===== src/rtl/core/csev_pkg.sv =====
package csev_pkg;

    // widths shared by the datapath
    localparam int MAX_TERMS_DEF = 16;
    localparam int DATA_W        = 32;
    localparam int ACC_W         = 40;
    localparam int T_FRAC        = 30;
    localparam int CNT_CFG_W     = 5;
    localparam int CFG_IDX_W     = 2;

    // configuration register indexes
    localparam logic [CFG_IDX_W-1:0] REG_INTERVAL_LOW  = 2'd0;
    localparam logic [CFG_IDX_W-1:0] REG_INTERVAL_HIGH = 2'd1;
    localparam logic [CFG_IDX_W-1:0] REG_COEFF_COUNT   = 2'd2;

    // reset values of the interval, -1.0 and +1.0 in Q16.16
    localparam logic signed [DATA_W-1:0] LOW_RST  = -32'sd65536;
    localparam logic signed [DATA_W-1:0] HIGH_RST = 32'sd65536;

    // operation codes
    localparam logic OP_LOAD = 1'b0;
    localparam logic OP_EVAL = 1'b1;

    // status codes
    localparam logic [1:0] STAT_OK    = 2'd0;
    localparam logic [1:0] STAT_DEGEN = 2'd1;
    localparam logic [1:0] STAT_SAT   = 2'd2;

    // sequencer states
    typedef enum logic [2:0] {
        ST_IDLE,
        ST_MAP,
        ST_MUL_LO,
        ST_MUL_HI,
        ST_ACC,
        ST_COEF0,
        ST_OUT
    } state_t;

    // phase control for the shared multiply-accumulate unit
    typedef struct packed {
        logic mul_lo;
        logic mul_hi;
        logic last;
    } mac_ctrl_t;

    // result of the query mapping unit
    typedef struct packed {
        logic                     done;
        logic                     sat;
        logic signed [DATA_W-1:0] t;
    } map_res_t;

endpackage


===== src/rtl/core/csev_map.sv =====
module csev_map (
    input  logic                                clk,
    input  logic                                rst_n,
    input  logic                                start,
    input  logic signed [csev_pkg::DATA_W-1:0]  query_point,
    input  logic signed [csev_pkg::DATA_W-1:0]  interval_low,
    input  logic signed [csev_pkg::DATA_W-1:0]  interval_high,
    output csev_pkg::map_res_t                  res
);

    localparam int NUM_W = csev_pkg::DATA_W + 3;
    localparam int DEN_W = csev_pkg::DATA_W + 2;
    localparam int AN_W  = csev_pkg::DATA_W + 2;
    localparam int AD_W  = csev_pkg::DATA_W + 1;
    localparam int Q_W   = csev_pkg::DATA_W;
    localparam int DVD_W = AN_W + csev_pkg::T_FRAC;
    localparam int CNT_W = $clog2(Q_W);
    localparam logic [Q_W-1:0] Q_MAX = {1'b0, {(Q_W-1){1'b1}}};
    localparam logic [Q_W-1:0] Q_MIN = {1'b1, {(Q_W-1){1'b0}}};

    logic signed [NUM_W-1:0] num;
    logic signed [DEN_W-1:0] den;
    logic [AN_W-1:0]         an;
    logic [AD_W-1:0]         ad;
    logic                    over;
    logic [DVD_W-1:0]        dividend;

    logic [AD_W-1:0]  ad_reg,   ad_next;
    logic [AD_W-1:0]  rem_reg,  rem_next;
    logic [Q_W-1:0]   shq_reg,  shq_next;
    logic             neg_reg,  neg_next;
    logic             over_reg, over_next;
    logic [CNT_W-1:0] cnt_reg,  cnt_next;
    logic             busy_reg, busy_next;
    logic             done_reg, done_next;

    logic [AD_W:0]    trial;
    logic             ge;
    logic [Q_W-1:0]   q;

    // map operands: 2x - low - high over high - low
    always_comb
    begin
        num      = (NUM_W'(query_point) <<< 1) - NUM_W'(interval_low) - NUM_W'(interval_high);
        den      = DEN_W'(interval_high) - DEN_W'(interval_low);
        an       = num[NUM_W-1] ? AN_W'(-num) : AN_W'(num);
        ad       = den[DEN_W-1] ? AD_W'(-den) : AD_W'(den);
        over     = an >= {ad, 1'b0};
        dividend = {an, {csev_pkg::T_FRAC{1'b0}}} + DVD_W'(ad[AD_W-1:1]);
    end

    // one restoring division step
    always_comb
    begin
        trial = {rem_reg, shq_reg[Q_W-1]};
        ge    = trial >= {1'b0, ad_reg};
    end

    always_comb
    begin
        ad_next   = ad_reg;
        rem_next  = rem_reg;
        shq_next  = shq_reg;
        neg_next  = neg_reg;
        over_next = over_reg;
        cnt_next  = cnt_reg;
        busy_next = busy_reg;
        done_next = 1'b0;
        if (start)
        begin
            ad_next   = ad;
            rem_next  = AD_W'(dividend[DVD_W-1:Q_W]);
            shq_next  = dividend[Q_W-1:0];
            neg_next  = num[NUM_W-1] ^ den[DEN_W-1];
            over_next = over;
            cnt_next  = '0;
            busy_next = 1'b1;
        end
        else if (busy_reg)
        begin
            rem_next = ge ? AD_W'(trial - {1'b0, ad_reg}) : trial[AD_W-1:0];
            shq_next = {shq_reg[Q_W-2:0], ge};
            cnt_next = cnt_reg + 1'b1;
            if (cnt_reg == CNT_W'(Q_W - 1))
            begin
                busy_next = 1'b0;
                done_next = 1'b1;
            end
        end
    end

    // control state
    always_ff @(posedge clk or negedge rst_n)
    begin
        if (!rst_n)
        begin
            busy_reg <= 1'b0;
            done_reg <= 1'b0;
            cnt_reg  <= '0;
        end
        else
        begin
            busy_reg <= busy_next;
            done_reg <= done_next;
            cnt_reg  <= cnt_next;
        end
    end

    // operands and partial quotient
    always_ff @(posedge clk)
    begin
        ad_reg   <= ad_next;
        rem_reg  <= rem_next;
        shq_reg  <= shq_next;
        neg_reg  <= neg_next;
        over_reg <= over_next;
    end

    // sign and saturation of the quotient into Q2.30
    always_comb
    begin
        q        = shq_reg;
        res.done = done_reg;
        res.sat  = 1'b0;
        if (over_reg)
        begin
            res.sat = 1'b1;
            res.t   = neg_reg ? $signed(Q_MIN) : $signed(Q_MAX);
        end
        else if (neg_reg)
        begin
            res.t = (q > Q_MIN) ? $signed(Q_MIN) : $signed(Q_W'(~q + 1'b1));
        end
        else if (q > Q_MAX)
        begin
            res.sat = 1'b1;
            res.t   = $signed(Q_MAX);
        end
        else
        begin
            res.t = $signed(q);
        end
    end

endmodule


===== src/rtl/core/csev_mac.sv =====
module csev_mac (
    input  logic                                clk,
    input  csev_pkg::mac_ctrl_t                 ctrl,
    input  logic signed [csev_pkg::DATA_W-1:0]  t,
    input  logic signed [csev_pkg::ACC_W-1:0]   b1,
    input  logic signed [csev_pkg::ACC_W-1:0]   b2,
    input  logic signed [csev_pkg::DATA_W-1:0]  coeff,
    output logic signed [csev_pkg::ACC_W-1:0]   b0,
    output logic                                sat
);

    localparam int DW    = csev_pkg::DATA_W;
    localparam int AW    = csev_pkg::ACC_W;
    localparam int HI_W  = AW - DW;
    localparam int P_W   = 2 * DW;
    localparam int PH_W  = DW + HI_W;
    localparam int MAG_W = AW + 4;
    localparam int SUM_W = AW + 6;
    localparam logic signed [SUM_W-1:0] ACC_HI = (SUM_W'(1) << (AW - 1)) - SUM_W'(1);
    localparam logic signed [SUM_W-1:0] ACC_LO = -ACC_HI - SUM_W'(1);
    localparam logic signed [SUM_W-1:0] RES_HI = (SUM_W'(1) << (DW - 1)) - SUM_W'(1);
    localparam logic signed [SUM_W-1:0] RES_LO = -RES_HI - SUM_W'(1);

    logic [DW-1:0]   mt;
    logic [AW-1:0]   mb;
    logic [DW-1:0]   mul_b;
    logic [P_W-1:0]  prod;

    logic [P_W-1:0]  plo_reg;
    logic [PH_W-1:0] phi_reg;
    logic            neg_reg;

    logic [MAG_W-1:0]        mag;
    logic signed [SUM_W-1:0] mext;
    logic signed [SUM_W-1:0] sum;
    logic signed [SUM_W-1:0] lim_hi;
    logic signed [SUM_W-1:0] lim_lo;
    logic signed [SUM_W-1:0] clamped;

    // magnitudes and the shared 32x32 multiplier
    always_comb
    begin
        mt    = t[DW-1] ? (~$unsigned(t) + 1'b1) : $unsigned(t);
        mb    = b1[AW-1] ? (~$unsigned(b1) + 1'b1) : $unsigned(b1);
        mul_b = ctrl.mul_hi ? DW'(mb[AW-1:DW]) : mb[DW-1:0];
        prod  = P_W'(mt) * P_W'(mul_b);
    end

    // partial products
    always_ff @(posedge clk)
    begin
        if (ctrl.mul_lo)
        begin
            plo_reg <= prod;
            neg_reg <= t[DW-1] ^ b1[AW-1];
        end
        if (ctrl.mul_hi)
        begin
            phi_reg <= prod[PH_W-1:0];
        end
    end

    // rounded product, recurrence sum and clamp
    always_comb
    begin
        if (ctrl.last)
        begin
            mag = MAG_W'(plo_reg >> csev_pkg::T_FRAC)
                + MAG_W'(plo_reg[csev_pkg::T_FRAC-1])
                + (MAG_W'(phi_reg) << (DW - csev_pkg::T_FRAC));
            lim_hi = RES_HI;
            lim_lo = RES_LO;
        end
        else
        begin
            mag = MAG_W'(plo_reg >> (csev_pkg::T_FRAC - 1))
                + MAG_W'(plo_reg[csev_pkg::T_FRAC-2])
                + (MAG_W'(phi_reg) << (DW - csev_pkg::T_FRAC + 1));
            lim_hi = ACC_HI;
            lim_lo = ACC_LO;
        end
        mext = $signed(SUM_W'(mag));
        sum  = (neg_reg ? -mext : mext) - SUM_W'(b2) + SUM_W'(coeff);
        sat  = 1'b0;
        if (sum > lim_hi)
        begin
            clamped = lim_hi;
            sat     = 1'b1;
        end
        else if (sum < lim_lo)
        begin
            clamped = lim_lo;
            sat     = 1'b1;
        end
        else
        begin
            clamped = sum;
        end
        b0 = AW'(clamped);
    end

endmodule


===== src/rtl/core/chebyshev_series_evaluator.sv =====
// channel  direction  handshake             word
// in       input      in_valid / in_ready   operation, coeff_index, coeff_value, query_point
// out      output     out_valid / out_ready approx_value, status
// cfg      input      cfg_we                cfg_index, cfg_data
//
// a load word writes its table slot while the sequencer stays idle; an evaluate word with no
// coefficient or a degenerate interval goes straight to ST_OUT, one with one coefficient via ST_COEF0;
// otherwise a bit-serial divider maps the query (ST_MAP), then each recurrence step uses the
// shared 32x32 multiplier twice and accumulates once
// rst_n clears control, sets the interval to [-1.0, 1.0] and the count to 0;
// the coefficient table is not cleared
// a finished result waits in the output register; a second result waits in the last state
module chebyshev_series_evaluator #(
    parameter int MAX_TERMS = csev_pkg::MAX_TERMS_DEF
) (
    input  logic                                   clk,
    input  logic                                   rst_n,
    input  logic                                   in_valid,
    output logic                                   in_ready,
    input  logic                                   operation,
    input  logic [3:0]                             coeff_index,
    input  logic signed [csev_pkg::DATA_W-1:0]     coeff_value,
    input  logic signed [csev_pkg::DATA_W-1:0]     query_point,
    output logic                                   out_valid,
    input  logic                                   out_ready,
    output logic signed [csev_pkg::DATA_W-1:0]     approx_value,
    output logic [1:0]                             status,
    input  logic                                   cfg_we,
    input  logic [csev_pkg::CFG_IDX_W-1:0]         cfg_index,
    input  logic [csev_pkg::DATA_W-1:0]            cfg_data
);

    localparam int DW    = csev_pkg::DATA_W;
    localparam int AW    = csev_pkg::ACC_W;
    localparam int IDX_W = (MAX_TERMS > 1) ? $clog2(MAX_TERMS) : 1;
    localparam int CNT_W = $clog2(MAX_TERMS + 1);

    csev_pkg::state_t state_reg, state_next;

    logic signed [DW-1:0]            low_reg,   low_next;
    logic signed [DW-1:0]            high_reg,  high_next;
    logic [csev_pkg::CNT_CFG_W-1:0]  count_reg, count_next;

    logic signed [DW-1:0] coef_mem [MAX_TERMS];
    logic signed [DW-1:0] coef_rd_reg;

    logic [IDX_W-1:0]     k_reg,   k_next;
    logic signed [DW-1:0] t_reg,   t_next;
    logic signed [AW-1:0] b1_reg,  b1_next;
    logic signed [AW-1:0] b2_reg,  b2_next;
    logic                 sat_reg, sat_next;
    logic signed [DW-1:0] res_reg, res_next;
    logic [1:0]           rst_reg, rst_next;

    logic                 out_valid_reg,    out_valid_next;
    logic signed [DW-1:0] approx_value_reg, approx_value_next;
    logic [1:0]           status_reg,       status_next;

    logic                 in_accept;
    logic                 is_eval;
    logic                 load_we;
    logic [CNT_W-1:0]     cnt_eff;
    logic                 map_start;
    logic                 out_load;
    csev_pkg::mac_ctrl_t  mac_ctrl;
    csev_pkg::map_res_t   map_res;
    logic signed [AW-1:0] mac_b0;
    logic                 mac_sat;

    assign in_accept = in_valid && in_ready;
    assign is_eval   = operation == csev_pkg::OP_EVAL;
    assign load_we   = in_accept && (operation == csev_pkg::OP_LOAD)
                       && (32'(coeff_index) < 32'(MAX_TERMS));
    assign cnt_eff   = (32'(count_reg) > 32'(MAX_TERMS)) ? CNT_W'(MAX_TERMS) : CNT_W'(count_reg);

    // configuration registers
    always_comb
    begin
        low_next   = low_reg;
        high_next  = high_reg;
        count_next = count_reg;
        if (cfg_we)
        begin
            unique case (cfg_index)
                csev_pkg::REG_INTERVAL_LOW:  low_next   = $signed(cfg_data);
                csev_pkg::REG_INTERVAL_HIGH: high_next  = $signed(cfg_data);
                csev_pkg::REG_COEFF_COUNT:   count_next = cfg_data[csev_pkg::CNT_CFG_W-1:0];
                default:                     ;
            endcase
        end
    end

    always_ff @(posedge clk or negedge rst_n)
    begin
        if (!rst_n)
        begin
            low_reg   <= csev_pkg::LOW_RST;
            high_reg  <= csev_pkg::HIGH_RST;
            count_reg <= '0;
        end
        else
        begin
            low_reg   <= low_next;
            high_reg  <= high_next;
            count_reg <= count_next;
        end
    end

    // coefficient table, read data always follows the slot index
    always_ff @(posedge clk)
    begin
        if (load_we)
        begin
            coef_mem[IDX_W'(coeff_index)] <= coeff_value;
        end
        coef_rd_reg <= coef_mem[k_next];
    end

    // next state
    always_comb
    begin
        state_next = state_reg;
        unique case (state_reg)
            csev_pkg::ST_IDLE:
            begin
                if (in_accept && is_eval)
                begin
                    if (cnt_eff == '0)
                        state_next = csev_pkg::ST_OUT;
                    else if (cnt_eff == CNT_W'(1))
                        state_next = csev_pkg::ST_COEF0;
                    else if (low_reg == high_reg)
                        state_next = csev_pkg::ST_OUT;
                    else
                        state_next = csev_pkg::ST_MAP;
                end
            end
            csev_pkg::ST_MAP:
            begin
                if (map_res.done)
                    state_next = csev_pkg::ST_MUL_LO;
            end
            csev_pkg::ST_MUL_LO: state_next = csev_pkg::ST_MUL_HI;
            csev_pkg::ST_MUL_HI: state_next = csev_pkg::ST_ACC;
            csev_pkg::ST_ACC:
            begin
                state_next = (k_reg == '0) ? csev_pkg::ST_OUT : csev_pkg::ST_MUL_LO;
            end
            csev_pkg::ST_COEF0: state_next = csev_pkg::ST_OUT;
            csev_pkg::ST_OUT:
            begin
                if (!out_valid_reg || out_ready)
                    state_next = csev_pkg::ST_IDLE;
            end
            default: state_next = csev_pkg::ST_IDLE;
        endcase
    end

    // sequencer outputs
    always_comb
    begin
        in_ready        = 1'b0;
        map_start       = 1'b0;
        out_load        = 1'b0;
        mac_ctrl.mul_lo = 1'b0;
        mac_ctrl.mul_hi = 1'b0;
        mac_ctrl.last   = k_reg == '0;
        unique case (state_reg)
            csev_pkg::ST_IDLE:
            begin
                in_ready  = 1'b1;
                map_start = in_valid && is_eval && (cnt_eff > CNT_W'(1))
                            && (low_reg != high_reg);
            end
            csev_pkg::ST_MUL_LO: mac_ctrl.mul_lo = 1'b1;
            csev_pkg::ST_MUL_HI: mac_ctrl.mul_hi = 1'b1;
            csev_pkg::ST_OUT:    out_load = !out_valid_reg || out_ready;
            default:             ;
        endcase
    end

    // recurrence registers
    always_comb
    begin
        k_next   = k_reg;
        t_next   = t_reg;
        b1_next  = b1_reg;
        b2_next  = b2_reg;
        sat_next = sat_reg;
        res_next = res_reg;
        rst_next = rst_reg;
        unique case (state_reg)
            csev_pkg::ST_IDLE:
            begin
                res_next = '0;
                rst_next = csev_pkg::STAT_OK;
                if (in_accept && is_eval)
                begin
                    k_next = (cnt_eff > CNT_W'(1)) ? IDX_W'(cnt_eff - 1'b1) : '0;
                    if (cnt_eff > CNT_W'(1) && low_reg == high_reg)
                        rst_next = csev_pkg::STAT_DEGEN;
                end
            end
            csev_pkg::ST_MAP:
            begin
                if (map_res.done)
                begin
                    t_next   = map_res.t;
                    sat_next = map_res.sat;
                    b1_next  = AW'(coef_rd_reg);
                    b2_next  = '0;
                    k_next   = k_reg - 1'b1;
                end
            end
            csev_pkg::ST_ACC:
            begin
                if (k_reg == '0)
                begin
                    res_next = mac_b0[DW-1:0];
                    rst_next = (sat_reg || mac_sat) ? csev_pkg::STAT_SAT : csev_pkg::STAT_OK;
                end
                else
                begin
                    b2_next  = b1_reg;
                    b1_next  = mac_b0;
                    sat_next = sat_reg || mac_sat;
                    k_next   = k_reg - 1'b1;
                end
            end
            csev_pkg::ST_COEF0:
            begin
                res_next = coef_rd_reg;
                rst_next = csev_pkg::STAT_OK;
            end
            default: ;
        endcase
    end

    always_ff @(posedge clk)
    begin
        k_reg   <= k_next;
        t_reg   <= t_next;
        b1_reg  <= b1_next;
        b2_reg  <= b2_next;
        sat_reg <= sat_next;
        res_reg <= res_next;
        rst_reg <= rst_next;
    end

    // output register
    always_comb
    begin
        out_valid_next    = out_ready ? 1'b0 : out_valid_reg;
        approx_value_next = approx_value_reg;
        status_next       = status_reg;
        if (out_load)
        begin
            out_valid_next    = 1'b1;
            approx_value_next = res_reg;
            status_next       = rst_reg;
        end
    end

    always_ff @(posedge clk or negedge rst_n)
    begin
        if (!rst_n)
        begin
            state_reg     <= csev_pkg::ST_IDLE;
            out_valid_reg <= 1'b0;
        end
        else
        begin
            state_reg     <= state_next;
            out_valid_reg <= out_valid_next;
        end
    end

    always_ff @(posedge clk)
    begin
        approx_value_reg <= approx_value_next;
        status_reg       <= status_next;
    end

    assign out_valid    = out_valid_reg;
    assign approx_value = approx_value_reg;
    assign status       = status_reg;

    // query mapping divider
    csev_map u_map (
        .clk           (clk),
        .rst_n         (rst_n),
        .start         (map_start),
        .query_point   (query_point),
        .interval_low  (low_reg),
        .interval_high (high_reg),
        .res           (map_res)
    );

    // shared multiply-accumulate unit
    csev_mac u_mac (
        .clk   (clk),
        .ctrl  (mac_ctrl),
        .t     (t_reg),
        .b1    (b1_reg),
        .b2    (b2_reg),
        .coeff (coef_rd_reg),
        .b0    (mac_b0),
        .sat   (mac_sat)
    );

`ifndef SYNTHESIS
    a_out_from_out_state: assert property (@(posedge clk) disable iff (!rst_n)
        $rose(out_valid_reg) |-> $past(state_reg == csev_pkg::ST_OUT))
        else $error("output word raised outside the output state");

    a_map_done_in_map: assert property (@(posedge clk) disable iff (!rst_n)
        map_res.done |-> state_reg == csev_pkg::ST_MAP)
        else $error("divider finished while the sequencer was not waiting");

    a_degen_zero: assert property (@(posedge clk) disable iff (!rst_n)
        (out_valid_reg && status_reg == csev_pkg::STAT_DEGEN) |-> approx_value_reg == '0)
        else $error("degenerate interval with nonzero value");

    a_step_down: assert property (@(posedge clk) disable iff (!rst_n)
        (state_reg == csev_pkg::ST_ACC && k_reg != '0)
        |=> (state_reg == csev_pkg::ST_MUL_LO && k_reg == $past(k_reg) - 1'b1))
        else $error("recurrence index did not step down");
`endif

endmodule

===== config.mk =====
export PLATFORM = sky130hd
export DESIGN_NAME = chebyshev_series_evaluator
export DESIGN_NICKNAME = d
export VERILOG_FILES = /design/src/rtl/core/csev_pkg.sv /design/src/rtl/core/csev_map.sv /design/src/rtl/core/csev_mac.sv /design/src/rtl/core/chebyshev_series_evaluator.sv
export SDC_FILE = /design/constraint.sdc
export NUM_CORES = 2
export LEC_CHECK = 0
export ABC_AREA = 0
export ABC_CLOCK_PERIOD_IN_PS = 12280
export BUFFER_PORTS_ARGS = -buffer_cell sky130_fd_sc_hd__buf_2
export CORE_AREA = 3 3 416 418
export DETAILED_ROUTE_END_ITERATION = 6
export DIE_AREA = 0 0 419 421
export PLACE_DENSITY = 0.74
export SKIP_CTS_REPAIR_TIMING = 1
export SLEW_MARGIN = 40
export SYNTH_ARGS = -nofsm -noshare
export SYNTH_HDL_FRONTEND = slang
export SYNTH_SLANG_ARGS = --single-unit
export TNS_END_PERCENT = 50

===== constraint.sdc =====
create_clock -name clk -period 12.28 [get_ports clk]
set_clock_uncertainty 0.2 [all_clocks]
set_input_delay 2.456 -clock clk [delete_from_list [all_inputs] [get_ports clk]]
set_output_delay 2.456 -clock clk [all_outputs]
set_load 0.005 [all_outputs]

==> results_dict.tcl <==
set metrics [dict create \
    grt_start_max_net_pins 143 \
    htree_num_levels 3 \
    yosysSeqAreaShare 0.309 \
    routed_wl_mm 295 \
    setup_viol 0 \
    antenna_left 0 \
    cpLargestDelayFamily "adder cells" \
    wl_met2_mm 135 \
    cts_tree "built" \
    slew_viol_final 0 \
    clockBufferDepth 3 \
    die_x_um 419 \
    yosysWarnings 0 \
    hold_path_class "reg -> reg" \
    drive_gt1_frac 0.136 \
    post-route-util 0.625 \
    dieHeight_um 421 \
    syn_to_final_growth_pct 13.5 \
    synth_fp_nets 11500 \
    fin_crit_ns 12.18 \
    clkSlewWorstSetupHoldPaths_ns 0.06 \
    cts_buffers 105 \
    vias 76000 \
    cp.depth 43 \
    avgSynthCellArea_um2 9.47 \
    ys.flop_type "edfxtp_1" \
    max_freq_ghz 0.0821 \
    synth_edf_count 869 \
    slowest_delay_ns 0.56 \
    synth_area_um2 93300 \
    final_hold_viol_count 0 \
    critPathBufInv 9 \
    startpoint "b1_reg[5]$_DFFE_PP_" \
    fill_cells 13800 \
    crit_fanout 9 \
    drv_cap 0 \
    setup.worst_path.start_class "register" \
    place_inst 12400 \
    finalNonFillerCells 12700 \
    rr_endpoint "u_mac.plo_reg[62]$_DFFE_PP_" \
    reg2reg_slack_ns 0.1 \
    syn_inst 9847 \
    antenna_found_initial 23 \
    synth_top_area_cell "edfxtp_1" \
    synth_top_area_frac 0.280 \
    wl_per_cell_um 23.3 \
    synth.area.top_cells "edfxtp_1, fa_1, ha_1" \
    fin_nets 12000 \
    placementRows 151 \
    synthArstFlopShare 0.0811 \
    dr.pass1.iters 7 \
    fin_setup_tns_ns 0 \
    io_pins 144 \
    largest_reg_flops 512 \
    setup.worst_path.end_class "register" \
    slew_headroom 0.399 \
    cp-endpoint "u_mac.plo_reg[62]$_DFFE_PP_" \
    drtIter0Drc 7935 \
    routed.top_layer "met5" \
    synth.distinct_cells 103 \
    cp_slowest_cell "fa_2" \
    holdWs_ns 0.219 \
    cp.required_ns 12.53 \
    fin_crit_sh 0.992 \
    detailedPlacementHpwl_mm 226 \
    crit_type "reg -> reg" \
    ys_ff_latch 986 \
    largest-register "coef_mem" \
    route.detailed.drc 0 \
    cts_root_buf "clkbuf_16" \
    met3WireLength_mm 29.0 \
    grt_pass1_wl_mm 450 \
    synth_common_cells "nand2_1, inv_1, fa_1" \
    rr_worst_depth 43 \
    grt_usage 0.332 \
    drt-met1-wl_mm 113 \
    place_congestion 1.02 \
    yosysMostFrequentCell "nand2_1" \
    portBuffers 143 \
    r2r_start "b1_reg[5]$_DFFE_PP_" \
    start_util 0.551 \
    die_area_um2 176000 \
    rsz0062_at_grt "yes" \
    clock_latency_ns 0.77 \
    tightest_slew_ns 0.901 \
    viasPerCell 6.00 \
    status "finished, final reports clean" \
    grt_overflow_total 0 \
    core_area_um2 169000 \
    cp_data_arrival_time_ns 12.43 \
    grt_pass1_vias 76800 \
    cts.sinks 986 \
]
per-layer routing:
layer,global-route usage,vias to the layer above
met3,0.0785,876
li1,-,33900
met4,0.163,8
met5,0,-
met2,0.528,3888
met1,0.426,37300
how the worst min path moves through the flow:
stage                                from                          to  slack (ns)  depth (start not counted)
finish               res_reg[0]$_DFFE_PP_   approx_value[0]$_DFFE_PP_        0.22                          0
CTS                  res_reg[0]$_DFFE_PP_   approx_value[0]$_DFFE_PP_        0.22                          0
global placement     res_reg[9]$_DFFE_PP_   approx_value[9]$_DFFE_PP_        0.21                          0
floorplan            res_reg[0]$_DFFE_PP_   approx_value[0]$_DFFE_PP_        0.20                          0
detailed placement  res_reg[16]$_DFFE_PP_  approx_value[16]$_DFFE_PP_        0.20                          0
global route         res_reg[9]$_DFFE_PP_   approx_value[9]$_DFFE_PP_        0.22                          0
logic make-up after synthesis:
group | after synthesis | share of synthesized area
muxes | 109 | 0.0127
buffers and inverters | 1770 | 0.0716
and+or+nand+nor | 3387 | 0.164
DFF | 986 | 0.309
adders and majority gates | 1553 | 0.287
xor gates and xnor gates | 509 | 0.0478
AOI/OAI and AO/OA | 1533 | 0.108
cell type report:
cell class / count / area, um^2 / share of cell area
diodes: 17 / 42.5 / 0.000402
clock buffers: 140 / 2920 / 0.0276
clock inverters: 60 / 747 / 0.00705
inverters: 1299 / 4890 / 0.0462
multi-input cells: 7091 / 59200 / 0.559
flip-flops and latches: 986 / 28900 / 0.273
well taps: 2218 / 2780 / 0.0262
repair buffers: 867 / 6440 / 0.0608
stage by stage:
step | instance area [um^2] | setup WS (ns)
after floorplan | 93300 | 0.0485
after global placement | 101000 | -0.395
after detailed placement | 101000 | -0.487
after CTS | 105000 | -0.610
after global routing | 106000 | -0.199
final | 106000 | 0.0961
placed cells by master (no fill, tap or decap), types with 56 or more instances in the layout:
cell type and n:
nor2_1 486, nor2b_1 71, clkbuf_16 107, o21a_1 56, buf_2 142, buf_4 698
o21ai_0 301, nor3_1 141, or3_1 64, xnor2_1 275, fa_1 975, a21o_1 164
dfrtp_1 63, ha_1 565, nand4_1 74, mux2_2 62, and3_1 92, a311oi_1 72
inv_1 1290, a211oi_1 58, and2_1 100, xor2_1 190, a21oi_1 354, a31oi_1 92
nand2_1 1689, edfxtp_1 869, nand3_1 364
Power is not shown: default switching activity piles up to over one toggle a cycle in this logic, so the estimate is an artifact.
